--- src/hdl/ssvf_pkg.sv ---
// Shared types and constants for the stereo state variable filter.
`timescale 1ns / 1ps

package ssvf_pkg;

  localparam int SAMPLE_W  = 24;
  localparam int COEF_W    = 32;
  localparam int STATE_W   = 40;
  localparam int CFG_IDX_W = 3;
  localparam int NUM_COEF  = 6;

  // Configuration register indexes, also used to pick a gain for the multiplier.
  typedef enum logic [CFG_IDX_W-1:0] {
    CFG_A1        = 3'd0,
    CFG_A2        = 3'd1,
    CFG_A3        = 3'd2,
    CFG_MIX_INPUT = 3'd3,
    CFG_MIX_BAND  = 3'd4,
    CFG_MIX_LOW   = 3'd5
  } coef_e;

  // Operand of a product.
  typedef enum logic [2:0] {
    VAL_BAND,
    VAL_V3,
    VAL_X,
    VAL_V1,
    VAL_V2
  } val_sel_e;

  // What the accumulate stage does with a finished product.
  typedef enum logic [2:0] {
    ACC_NONE,
    ACC_LD_V1,
    ACC_ADD_V1,
    ACC_LD_V2,
    ACC_ADD_V2,
    ACC_LD_Y,
    ACC_ADD_Y
  } acc_op_e;

  typedef struct packed {
    logic     in_load;
    logic     issue;
    logic     ch;
    coef_e    gain;
    val_sel_e val;
    acc_op_e  op;
    logic     fin_v;
    logic     fin_state;
    logic     y_wr;
    logic     out_load;
  } ssvf_cmd_t;

endpackage

--- src/hdl/ssvf_in_if.sv ---
// Input channel carrying one stereo sample pair per transfer.
`timescale 1ns / 1ps

interface ssvf_in_if import ssvf_pkg::*; ();
  logic                       valid;
  logic                       ready;
  logic signed [SAMPLE_W-1:0] left_sample;
  logic signed [SAMPLE_W-1:0] right_sample;

  modport source (output valid, output left_sample, output right_sample, input ready);
  modport sink (input valid, input left_sample, input right_sample, output ready);
endinterface

--- src/hdl/ssvf_out_if.sv ---
// Output channel carrying one filtered stereo pair per transfer.
`timescale 1ns / 1ps

interface ssvf_out_if import ssvf_pkg::*; ();
  logic                       valid;
  logic                       ready;
  logic signed [SAMPLE_W-1:0] left_out;
  logic signed [SAMPLE_W-1:0] right_out;

  modport source (output valid, output left_out, output right_out, input ready);
  modport sink (input valid, input left_out, input right_out, output ready);
endinterface

--- src/hdl/ssvf_datapath.sv ---
// Filter datapath: coefficients, integrator state, shared multiplier and accumulators.
`timescale 1ns / 1ps

module ssvf_datapath import ssvf_pkg::*; (
  input  logic                       clk_i,
  input  logic                       rst_ni,
  input  ssvf_cmd_t                  cmd_i,
  input  logic                       cfg_we_i,
  input  logic [CFG_IDX_W-1:0]       cfg_idx_i,
  input  logic [COEF_W-1:0]          cfg_data_i,
  input  logic signed [SAMPLE_W-1:0] left_sample_i,
  input  logic signed [SAMPLE_W-1:0] right_sample_i,
  output logic signed [SAMPLE_W-1:0] left_out_o,
  output logic signed [SAMPLE_W-1:0] right_out_o
);

  localparam int FRAC   = 24;
  localparam int VAL_W  = STATE_W + 1;
  localparam int PROD_W = 2 * COEF_W;
  localparam int BH_W   = VAL_W - COEF_W;
  localparam int HI_W   = COEF_W + BH_W;
  localparam int LO_W   = PROD_W + 1 - FRAC;
  localparam int MAG_W  = 50;
  localparam int ACC_W  = 52;

  localparam logic [PROD_W:0] RND = (PROD_W + 1)'(1) << (FRAC - 1);
  localparam logic signed [ACC_W-1:0] ST_MAX = (ACC_W'(1) <<< (STATE_W - 1)) - ACC_W'(1);
  localparam logic signed [ACC_W-1:0] ST_MIN = -(ACC_W'(1) <<< (STATE_W - 1));
  localparam logic signed [ACC_W-1:0] SM_MAX = (ACC_W'(1) <<< (SAMPLE_W - 1)) - ACC_W'(1);
  localparam logic signed [ACC_W-1:0] SM_MIN = -(ACC_W'(1) <<< (SAMPLE_W - 1));

  function automatic logic signed [STATE_W-1:0] sat_state(input logic signed [ACC_W-1:0] v);
    logic signed [STATE_W-1:0] r;
    if (v > ST_MAX) r = ST_MAX[STATE_W-1:0];
    else if (v < ST_MIN) r = ST_MIN[STATE_W-1:0];
    else r = v[STATE_W-1:0];
    return r;
  endfunction

  function automatic logic signed [SAMPLE_W-1:0] sat_sample(input logic signed [ACC_W-1:0] v);
    logic signed [SAMPLE_W-1:0] r;
    if (v > SM_MAX) r = SM_MAX[SAMPLE_W-1:0];
    else if (v < SM_MIN) r = SM_MIN[SAMPLE_W-1:0];
    else r = v[SAMPLE_W-1:0];
    return r;
  endfunction

  logic signed [COEF_W-1:0]   coef_q [NUM_COEF];
  logic signed [SAMPLE_W-1:0] x_q    [2];
  logic signed [STATE_W-1:0]  band_q [2];
  logic signed [STATE_W-1:0]  low_q  [2];
  logic signed [STATE_W-1:0]  v1_q, v2_q;
  logic signed [SAMPLE_W-1:0] y_q    [2];
  logic signed [SAMPLE_W-1:0] left_out_q, right_out_q;

  logic [COEF_W-1:0] a_mag_q;
  logic [VAL_W-1:0]  b_mag_q;
  logic              neg_q, neg_hi_q, mag_neg_q;
  logic [PROD_W-1:0] prod_q;
  logic [LO_W-1:0]   lo_q;
  logic [MAG_W-1:0]  mag_q;
  acc_op_e           op_ld_q, op_lo_q, op_hi_q, op_sum_q;
  logic              ch_ld_q, ch_lo_q, ch_hi_q, ch_sum_q;

  logic signed [ACC_W-1:0] acc_v1_q, acc_v2_q, acc_y_q;

  logic signed [COEF_W-1:0] gain;
  logic signed [VAL_W-1:0]  v3;
  logic signed [VAL_W-1:0]  sel_val;
  logic [COEF_W-1:0]        a_abs;
  logic [VAL_W-1:0]         b_abs;
  logic [COEF_W-1:0]        mul_b;
  logic signed [ACC_W-1:0]  acc_base, acc_term, acc_sum;
  logic signed [ACC_W-1:0]  band_upd, low_upd;

  // Operand selection for a product about to be issued.
  always_comb begin
    gain = coef_q[cmd_i.gain];
    v3   = VAL_W'(x_q[cmd_i.ch]) - VAL_W'(low_q[cmd_i.ch]);
    case (cmd_i.val)
      VAL_BAND: sel_val = VAL_W'(band_q[cmd_i.ch]);
      VAL_V3:   sel_val = v3;
      VAL_X:    sel_val = VAL_W'(x_q[cmd_i.ch]);
      VAL_V1:   sel_val = VAL_W'(v1_q);
      VAL_V2:   sel_val = VAL_W'(v2_q);
      default:  sel_val = '0;
    endcase
    a_abs = gain[COEF_W-1] ? COEF_W'(-gain) : COEF_W'(gain);
    b_abs = sel_val[VAL_W-1] ? VAL_W'(-sel_val) : VAL_W'(sel_val);
  end

  // The second multiplier pass takes the upper bits of the operand magnitude.
  assign mul_b = (op_lo_q != ACC_NONE) ? COEF_W'(b_mag_q[VAL_W-1:COEF_W])
                                       : b_mag_q[COEF_W-1:0];

  // Rounded products are kept as magnitudes; the sign picks add or subtract here.
  always_comb begin
    case (op_sum_q)
      ACC_ADD_V1: acc_base = acc_v1_q;
      ACC_LD_V2:  acc_base = ACC_W'(low_q[ch_sum_q]);
      ACC_ADD_V2: acc_base = acc_v2_q;
      ACC_ADD_Y:  acc_base = acc_y_q;
      default:    acc_base = '0;
    endcase
    acc_term = signed'(ACC_W'(mag_q));
    acc_sum  = mag_neg_q ? (acc_base - acc_term) : (acc_base + acc_term);
    band_upd = (ACC_W'(v1_q) <<< 1) - ACC_W'(band_q[cmd_i.ch]);
    low_upd  = (ACC_W'(v2_q) <<< 1) - ACC_W'(low_q[cmd_i.ch]);
  end

  always_ff @(posedge clk_i or negedge rst_ni) begin
    if (!rst_ni) begin
      for (int i = 0; i < NUM_COEF; i++) begin
        coef_q[i] <= (i == int'(CFG_MIX_INPUT)) ? (COEF_W'(1) << FRAC) : '0;
      end
      for (int c = 0; c < 2; c++) begin
        band_q[c] <= '0;
        low_q[c]  <= '0;
      end
      op_ld_q  <= ACC_NONE;
      op_lo_q  <= ACC_NONE;
      op_hi_q  <= ACC_NONE;
      op_sum_q <= ACC_NONE;
    end else begin
      if (cfg_we_i && (cfg_idx_i < CFG_IDX_W'(NUM_COEF))) begin
        coef_q[cfg_idx_i] <= signed'(cfg_data_i);
      end
      if (cmd_i.fin_state) begin
        band_q[cmd_i.ch] <= sat_state(band_upd);
        low_q[cmd_i.ch]  <= sat_state(low_upd);
      end
      op_ld_q  <= cmd_i.issue ? cmd_i.op : ACC_NONE;
      op_lo_q  <= op_ld_q;
      op_hi_q  <= op_lo_q;
      op_sum_q <= op_hi_q;
    end
  end

  always_ff @(posedge clk_i) begin
    if (cmd_i.in_load) begin
      x_q[0] <= left_sample_i;
      x_q[1] <= right_sample_i;
    end
    if (cmd_i.issue) begin
      a_mag_q <= a_abs;
      b_mag_q <= b_abs;
      neg_q   <= gain[COEF_W-1] ^ sel_val[VAL_W-1];
      ch_ld_q <= cmd_i.ch;
    end
    if ((op_ld_q != ACC_NONE) || (op_lo_q != ACC_NONE)) begin
      prod_q <= a_mag_q * mul_b;
    end
    ch_lo_q  <= ch_ld_q;
    ch_hi_q  <= ch_lo_q;
    ch_sum_q <= ch_hi_q;
    if (op_lo_q != ACC_NONE) begin
      lo_q     <= LO_W'(((PROD_W + 1)'(prod_q) + RND) >> FRAC);
      neg_hi_q <= neg_q;
    end
    if (op_hi_q != ACC_NONE) begin
      mag_q     <= (MAG_W'(prod_q[HI_W-1:0]) << (COEF_W - FRAC)) + MAG_W'(lo_q);
      mag_neg_q <= neg_hi_q;
    end
    case (op_sum_q)
      ACC_LD_V1, ACC_ADD_V1: acc_v1_q <= acc_sum;
      ACC_LD_V2, ACC_ADD_V2: acc_v2_q <= acc_sum;
      ACC_LD_Y, ACC_ADD_Y:   acc_y_q  <= acc_sum;
      default: ;
    endcase
    if (cmd_i.fin_v) begin
      v1_q <= sat_state(acc_v1_q);
      v2_q <= sat_state(acc_v2_q);
    end
    if (cmd_i.y_wr) begin
      y_q[cmd_i.ch] <= sat_sample(acc_y_q);
    end
    if (cmd_i.out_load) begin
      left_out_q  <= y_q[0];
      right_out_q <= y_q[1];
    end
  end

  assign left_out_o  = left_out_q;
  assign right_out_o = right_out_q;

  // The multiplier reads the operand registers during both passes after an issue.
  a_issue_spacing: assert property (@(posedge clk_i) disable iff (!rst_ni)
    (op_ld_q != ACC_NONE) |-> !cmd_i.issue)
    else $error("product issued while the previous one is in its first pass");

  // A product reaches the accumulate stage through op_ld_q, op_lo_q, op_hi_q and op_sum_q in turn.
  a_pipe_order: assert property (@(posedge clk_i) disable iff (!rst_ni)
    cmd_i.issue |-> ##4 (op_sum_q != ACC_NONE))
    else $error("issued product did not reach the accumulate stage");

endmodule

--- src/hdl/ssvf_ctrl.sv ---
// Sequencer that steps the datapath through both channels of one sample pair.
`timescale 1ns / 1ps

module ssvf_ctrl import ssvf_pkg::*; (
  input  logic       clk_i,
  input  logic       rst_ni,
  input  logic       in_valid_i,
  output logic       in_ready_o,
  output logic       out_valid_o,
  input  logic       out_ready_i,
  output ssvf_cmd_t  cmd_o
);

  localparam int          STEP_W    = 6;
  localparam int          CH_OFFSET = 16;
  localparam logic [STEP_W-1:0] LAST_STEP = STEP_W'(CH_OFFSET + 19);

  typedef enum logic [1:0] {
    ST_IDLE,
    ST_RUN,
    ST_HOLD
  } state_e;

  state_e            state_q;
  logic [STEP_W-1:0] step_q;
  logic              out_valid_q;
  logic              slot_free;
  logic [STEP_W-1:0] rel;

  assign in_ready_o  = (state_q == ST_IDLE);
  assign out_valid_o = out_valid_q;
  assign slot_free   = !out_valid_q || out_ready_i;

  // Each channel runs the same step pattern; the right one starts CH_OFFSET steps late
  // and the two patterns never use the issue slot or a channel-indexed write together.
  always_comb begin
    cmd_o          = '0;
    cmd_o.gain     = CFG_A1;
    cmd_o.val      = VAL_BAND;
    cmd_o.op       = ACC_NONE;
    cmd_o.in_load  = in_valid_i && (state_q == ST_IDLE);
    cmd_o.out_load = (state_q == ST_HOLD) && slot_free;
    rel            = '0;
    if (state_q == ST_RUN) begin
      for (int c = 0; c < 2; c++) begin
        if (step_q >= STEP_W'(c * CH_OFFSET)) begin
          rel = step_q - STEP_W'(c * CH_OFFSET);
          case (rel)
            6'd0: begin
              cmd_o.issue = 1'b1; cmd_o.ch = 1'(c);
              cmd_o.gain = CFG_A1; cmd_o.val = VAL_BAND; cmd_o.op = ACC_LD_V1;
            end
            6'd2: begin
              cmd_o.issue = 1'b1; cmd_o.ch = 1'(c);
              cmd_o.gain = CFG_A2; cmd_o.val = VAL_V3; cmd_o.op = ACC_ADD_V1;
            end
            6'd4: begin
              cmd_o.issue = 1'b1; cmd_o.ch = 1'(c);
              cmd_o.gain = CFG_A2; cmd_o.val = VAL_BAND; cmd_o.op = ACC_LD_V2;
            end
            6'd6: begin
              cmd_o.issue = 1'b1; cmd_o.ch = 1'(c);
              cmd_o.gain = CFG_A3; cmd_o.val = VAL_V3; cmd_o.op = ACC_ADD_V2;
            end
            6'd8: begin
              cmd_o.issue = 1'b1; cmd_o.ch = 1'(c);
              cmd_o.gain = CFG_MIX_INPUT; cmd_o.val = VAL_X; cmd_o.op = ACC_LD_Y;
            end
            6'd11: begin
              cmd_o.fin_v = 1'b1;
            end
            6'd12: begin
              cmd_o.issue = 1'b1; cmd_o.ch = 1'(c); cmd_o.fin_state = 1'b1;
              cmd_o.gain = CFG_MIX_BAND; cmd_o.val = VAL_V1; cmd_o.op = ACC_ADD_Y;
            end
            6'd14: begin
              cmd_o.issue = 1'b1; cmd_o.ch = 1'(c);
              cmd_o.gain = CFG_MIX_LOW; cmd_o.val = VAL_V2; cmd_o.op = ACC_ADD_Y;
            end
            6'd19: begin
              cmd_o.y_wr = 1'b1; cmd_o.ch = 1'(c);
            end
            default: ;
          endcase
        end
      end
    end
  end

  always_ff @(posedge clk_i or negedge rst_ni) begin
    if (!rst_ni) begin
      state_q     <= ST_IDLE;
      step_q      <= '0;
      out_valid_q <= 1'b0;
    end else begin
      if (cmd_o.out_load) begin
        out_valid_q <= 1'b1;
      end else if (out_ready_i) begin
        out_valid_q <= 1'b0;
      end
      case (state_q)
        ST_IDLE: begin
          if (in_valid_i) begin
            state_q <= ST_RUN;
            step_q  <= '0;
          end
        end
        ST_RUN: begin
          if (step_q == LAST_STEP) begin
            state_q <= ST_HOLD;
          end else begin
            step_q <= step_q + STEP_W'(1);
          end
        end
        ST_HOLD: begin
          if (slot_free) begin
            state_q <= ST_IDLE;
          end
        end
        default: state_q <= ST_IDLE;
      endcase
    end
  end

  a_load_free: assert property (@(posedge clk_i) disable iff (!rst_ni)
    cmd_o.out_load |-> (!out_valid_q || out_ready_i))
    else $error("output register loaded while holding an untaken pair");

  a_accept_start: assert property (@(posedge clk_i) disable iff (!rst_ni)
    (in_valid_i && in_ready_o) |=> (state_q == ST_RUN) && (step_q == '0))
    else $error("accepted pair did not start the sequence at step zero");

  a_step_range: assert property (@(posedge clk_i) disable iff (!rst_ni)
    (state_q == ST_RUN) |-> (step_q <= LAST_STEP))
    else $error("sequence step ran past the last step");

endmodule

--- src/hdl/stereo_state_variable_filter_unit.sv ---
// Top level of the stereo state variable filter: sequencer, datapath and channel hookup.
`timescale 1ns / 1ps

// Runs a trapezoidal state variable filter on the left and right sample of each
// transfer, with one shared set of six Q8.24 gains written through the config port;
// the user writes them only while the unit is idle, which the unit does not enforce.
// A pair passes the accepting cycle, 36 sequencer steps and a move into the output
// register, which waits while that register holds an untaken pair, before a new pair
// is taken. The single 32x32 multiplier sets the sequence length, making two passes
// for each of the fourteen products of a pair. The output register holds a finished
// pair while the unit takes and filters the next one.

module stereo_state_variable_filter_unit import ssvf_pkg::*; (
  input  logic                 clk_i,
  input  logic                 rst_ni,
  ssvf_in_if.sink              sample_i,
  ssvf_out_if.source           filt_o,
  input  logic                 cfg_we_i,
  input  logic [CFG_IDX_W-1:0] cfg_idx_i,
  input  logic [COEF_W-1:0]    cfg_data_i
);

  ssvf_cmd_t cmd;
  logic      in_ready;
  logic      out_valid;

  ssvf_ctrl u_ctrl (
    .clk_i       (clk_i),
    .rst_ni      (rst_ni),
    .in_valid_i  (sample_i.valid),
    .in_ready_o  (in_ready),
    .out_valid_o (out_valid),
    .out_ready_i (filt_o.ready),
    .cmd_o       (cmd)
  );

  ssvf_datapath u_datapath (
    .clk_i          (clk_i),
    .rst_ni         (rst_ni),
    .cmd_i          (cmd),
    .cfg_we_i       (cfg_we_i),
    .cfg_idx_i      (cfg_idx_i),
    .cfg_data_i     (cfg_data_i),
    .left_sample_i  (sample_i.left_sample),
    .right_sample_i (sample_i.right_sample),
    .left_out_o     (filt_o.left_out),
    .right_out_o    (filt_o.right_out)
  );

  assign sample_i.ready = in_ready;
  assign filt_o.valid   = out_valid;

endmodule
--- src/flat_wrapper.sv ---
// flat-port wrapper written by rule: the top's interface ports become plain ports
module stereo_state_variable_filter_unit_flat import ssvf_pkg::*;
  (clk_i, rst_ni, cfg_we_i, cfg_idx_i, cfg_data_i, sample_i_valid, sample_i_left_sample, sample_i_right_sample, sample_i_ready, filt_o_valid, filt_o_left_out, filt_o_right_out, filt_o_ready);
  ssvf_in_if sample_i_i ();
  ssvf_out_if filt_o_i ();
  input  logic clk_i;
  input  logic rst_ni;
  input  logic cfg_we_i;
  input  logic [CFG_IDX_W-1:0] cfg_idx_i;
  input  logic [COEF_W-1:0] cfg_data_i;
  input wire logic [$bits(sample_i_i.valid)-1:0] sample_i_valid;
  input wire logic [$bits(sample_i_i.left_sample)-1:0] sample_i_left_sample;
  input wire logic [$bits(sample_i_i.right_sample)-1:0] sample_i_right_sample;
  output wire logic [$bits(sample_i_i.ready)-1:0] sample_i_ready;
  output wire logic [$bits(filt_o_i.valid)-1:0] filt_o_valid;
  output wire logic [$bits(filt_o_i.left_out)-1:0] filt_o_left_out;
  output wire logic [$bits(filt_o_i.right_out)-1:0] filt_o_right_out;
  input wire logic [$bits(filt_o_i.ready)-1:0] filt_o_ready;
  assign sample_i_i.valid = sample_i_valid;
  assign sample_i_i.left_sample = sample_i_left_sample;
  assign sample_i_i.right_sample = sample_i_right_sample;
  assign sample_i_ready = sample_i_i.ready;
  assign filt_o_valid = filt_o_i.valid;
  assign filt_o_left_out = filt_o_i.left_out;
  assign filt_o_right_out = filt_o_i.right_out;
  assign filt_o_i.ready = filt_o_ready;
  stereo_state_variable_filter_unit u_core (.clk_i(clk_i), .rst_ni(rst_ni), .sample_i(sample_i_i), .filt_o(filt_o_i), .cfg_we_i(cfg_we_i), .cfg_idx_i(cfg_idx_i), .cfg_data_i(cfg_data_i));
endmodule
--- config.mk ---
export PLATFORM = sky130hd
export DESIGN_NAME = stereo_state_variable_filter_unit_flat
export DESIGN_NICKNAME = d
export VERILOG_FILES = /design/src/hdl/ssvf_pkg.sv /design/src/hdl/ssvf_in_if.sv /design/src/hdl/ssvf_out_if.sv /design/src/hdl/ssvf_datapath.sv /design/src/hdl/ssvf_ctrl.sv /design/src/hdl/stereo_state_variable_filter_unit.sv /design/src/flat_wrapper.sv
export SDC_FILE = /design/constraint.sdc
export NUM_CORES = 2
export LEC_CHECK = 0
export BUFFER_PORTS_ARGS = -buffer_cell sky130_fd_sc_hd__buf_2
export CORE_ASPECT_RATIO = 2
export CORE_MARGIN = 1.5
export CORE_UTILIZATION = 65
export DETAILED_ROUTE_END_ITERATION = 8
export HOLD_SLACK_MARGIN = 0.15
export PLACE_DENSITY = 0.82
export REMOVE_ABC_BUFFERS = 1
export SLEW_MARGIN = 20
export SYNTH_ARGS = -nofsm -noshare
export SYNTH_HDL_FRONTEND = slang
export SYNTH_SLANG_ARGS = --single-unit
--- constraint.sdc ---
create_clock -name clk_i -period 12.01 [get_ports clk_i]
set_input_delay 1.201 -clock clk_i [delete_from_list [all_inputs] [get_ports clk_i]]
set_output_delay 1.201 -clock clk_i [all_outputs]
set_load 0.01 [all_outputs]
==> flow_summary.toml <==
[layout]
layout-drive-gt1-share_pct = 9.22
finalNonFillerCells = 10400
nNetsFinal = 9970
syn_to_final_growth_pct = 6.40

[cts]
cts_hold_buf = 0
cts_setup_buffers = 0
root_buffer = "clkbuf_16"
cts_num_sinks = 988
cts_max_level = 3
clkTransAtPathRegs_ns = 0.08
cts_buffers = 89
cts_resized = 0
cts_buffer_depth = 3
clkLatencyLatePin_ns = 0.79
cts_tree = "done"

[logic_synthesis]
ys_async_sr_fraction_pct = 37.8
ys_seq_area_share_pct = 31.7
ys_types = 118
synth_area_sq_um = 87500
syn_inst = 8613
synth-edff-count = 612
synth-seq-cells = 988
yosysWarnings = 0
syn_area_per_cell_sq_um = 10.2
synth_ff_type = "edfxtp_1"

[grt]
grt_pass1_vias = 74900
grt_pass1_wl_um = 482000
grtUsageTotal_pct = 48.9
grt_overflow = 0
antenna_found_initial = 45
grt_max_degree = 203

[sta]
finClkSkew_ns = 0.0853
fin_crit_sh_pct = 92.4
maxSlewViolCount = 0
post-route-min-period_ns = 11.10
timing.final.ws_setup_ns = 0.915
hold_violations = 0
max_freq_mhz = 90.1
worst_pin_slew_ns = 1.32
setup_viol = 0
grt_setup_unrepaired = "no"
slew-limit-headroom_pct = 12.1

[detailed_routing]
first_pass_iters = 9
vias_per_cell = 6.83
drt-initial-drc-count = 7594
drtAntennaViolNets = 0
via_count = 70800
routedWlPerCell_um = 31.5
drc = 3
drt_wl_total_um = 327000

[setup_path]
cp.arrival_ns = 11.60
worstPathRequired_ns = 12.52
crit_start = "u_core.u_datapath.op_lo_q[2]$_DFF_PN0_"
rr_startpoint = "u_core.u_datapath.op_lo_q[2]$_DFF_PN0_"
start_kind = "flop"
r2r_slack_ns = 0.91
crit_end = "u_core.u_datapath.prod_q[59]$_DFFE_PP_"
crit_fanout = 202
r2r_cells = 28
cpMostUsedCell = "fa_1"
reg2reg_to = "u_core.u_datapath.prod_q[59]$_DFFE_PP_"
crit_type = "reg -> reg"
worst_setup_path_end_kind = "flop"
slowest_stage = "o21ai_0"
max_stage_delay_ns = 0.95

[placement]
preCtsSetupSlack_ns = 1.52
portBuffers = 137
gp_congestion = 1.09
dp_cells = 10100
dp_hpwl_um = 246000

[die]
dieArea_sq_um = 137000
die_w_um = 262
start_util_pct = 65.4
die_h_um = 522
rows = 190
ios = 138
core_sq_um = 134000

[flow_run]
cap_violations = 0

[outcome]
violations = "DRC"
status = "complete, but fails checks"

[hold_path]
hold_class = "reg -> reg"
==> cell usage in the layout (no fill, tap or decap), types with 123 or more instances in the layout <==
master,instances
edfxtp_1,612
mux2_2,229
and2_1,213
fa_1,901
nand3_1,124
dfrtp_1,372
xnor2_1,262
nor2_1,302
buf_2,136
a21oi_1,376
nand2_1,994
a21o_1,134
o21ai_0,274
inv_1,1034
o21a_1,123
mux2i_1,139
and3_1,479
ha_1,474
buf_4,143
==> critical path, delay by kind of cell, from the launching register on <==
| family | cells | cell delay (ns) |
|---|---|---|
| adders and majority gates | 8 | 4.08 |
| AOI/OAI and AO/OA | 10 | 2.86 |
| buffers and inverters | 5 | 1.42 |
| DFF | 1 | 0.41 |
| muxes | 1 | 0.80 |
| xor gates and xnor gates | 1 | 0.13 |
| and+or+nand+nor | 3 | 0.87 |
==> cell type report <==
type | count | area, sq um
Sequential cell | 988 | 27800
Inverter | 1037 | 3890
Clock inverter | 47 | 604
Multi-Input combinational cell | 6107 | 54200
Antenna cell | 46 | 115
Fill cell | 9894 | 40800
Timing Repair Buffer | 284 | 1850
Clock buffer | 117 | 2440
Tap cell | 1728 | 2160
==> kinds of logic (layout without fill, tap and decap cells) <==
logic type,count (synthesis),after routing,share of synthesized area (%)
AND/OR/NAND/NOR,2518,2518,14.3
buffers and inverters,1518,1485,6.63
AO/OA/AOI/OAI,1439,1439,11.0
adder cells (fa/ha/maj),1375,1375,27.4
flip-flops,988,988,31.7
multiplexers,398,398,5.20
XOR/XNOR,377,377,3.77
other,0,46,0
==> stage by stage <==
| stage | hold slack [ns] | cell area [sq um] | util [%] | setup TNS, ns |
|---|---|---|---|---|
| finish | 0.305 | 93100 | 69.5 | 0 |
| global route | 0.314 | 93000 | 69.5 | 0 |
| CTS | 0.303 | 92800 | 69.4 | 0 |
| detailed placement | 0.312 | 89800 | 67.1 | 0 |
| global placement | 0.312 | 89800 | 67.1 | 0 |
| floorplan | 0.310 | 85600 | - | -2706.20 |
==> layer usage <==
layer | part of all wire (%) | vias to the layer above | wire [um] | GRT usage, %
met5 | 0.015 | - | 49 | 0.807
met4 | 16 | 8 | 52500 | 61.1
met3 | 8.4 | 2388 | 27600 | 13.8
met2 | 48 | 4823 | 157000 | 80.9
met1 | 27 | 34500 | 89200 | 43.6
li1 | - | 29100 | - | -
==> sequential cells by signal, summed over array words and instances, names as in the netlist, 32 cells and up <==
signal	count
u_core.u_datapath.mag_q	50
u_core.u_datapath.b_mag_q	41
u_core.u_datapath.x_q	48
u_core.u_datapath.v1_q	40
u_core.u_datapath.prod_q	64
u_core.u_datapath.coef_q	192
u_core.u_datapath.band_q	80
u_core.u_datapath.acc_v2_q	52
u_core.u_datapath.acc_y_q	52
u_core.u_datapath.acc_v1_q	52
u_core.u_datapath.v2_q	40
u_core.u_datapath.low_q	80
u_core.u_datapath.y_q	48
u_core.u_datapath.a_mag_q	32
u_core.u_datapath.lo_q	41
==> how the worst min path moves through the flow <==
stage,cells after the start,endpoint,start
after global placement,0,u_core.u_datapath.ch_sum_q$_DFF_P_,u_core.u_datapath.ch_hi_q$_DFF_P_
after CTS,0,u_core.u_datapath.ch_sum_q$_DFF_P_,u_core.u_datapath.ch_hi_q$_DFF_P_
after global routing,0,u_core.u_datapath.ch_sum_q$_DFF_P_,u_core.u_datapath.ch_hi_q$_DFF_P_
after floorplan,0,u_core.u_datapath.ch_hi_q$_DFF_P_,u_core.u_datapath.ch_lo_q$_DFF_P_
after detailed placement,0,u_core.u_datapath.ch_hi_q$_DFF_P_,u_core.u_datapath.ch_lo_q$_DFF_P_
final,0,u_core.u_datapath.ch_sum_q$_DFF_P_,u_core.u_datapath.ch_hi_q$_DFF_P_
==> synth_stat cells, types with 16 or more instances <==
cell	instances	share of area (%)
o21bai_1	51	0.44
nor2b_1	45	0.32
a31oi_1	48	0.34
a21o_1	134	1.1
and3_1	479	3.4
nand2b_1	50	0.36
nand3_1	126	0.72
o21ai_0	275	1.6
a221oi_1	17	0.17
o211ai_1	51	0.44
mux2i_1	144	1.6
o21a_1	123	1.1
mux4_2	20	0.51
nand2_1	996	4.3
inv_1	1035	4.4
mux2_2	229	2.9
or2_2	16	0.11
nor4_1	32	0.23
nand4_1	61	0.44
clkbuf_1	422	1.8
and2_1	215	1.5
buf_2	34	0.19
a211oi_1	27	0.23
a21oi_1	377	2.2
o22a_1	46	0.46
or3_1	24	0.17
nor3_1	74	0.42
nor3b_1	17	0.15
ha_1	474	6.8
xor2_1	113	1.1
a22oi_1	35	0.30
fa_1	901	21
edfxtp_1	612	21
xnor2_1	264	2.6
o31ai_1	19	0.16
dfrtp_1	372	11
nor2_1	304	1.3
a221o_1	41	0.47
Power is not shown: default switching activity piles up to over one toggle a cycle in this logic, so the estimate is an artifact.
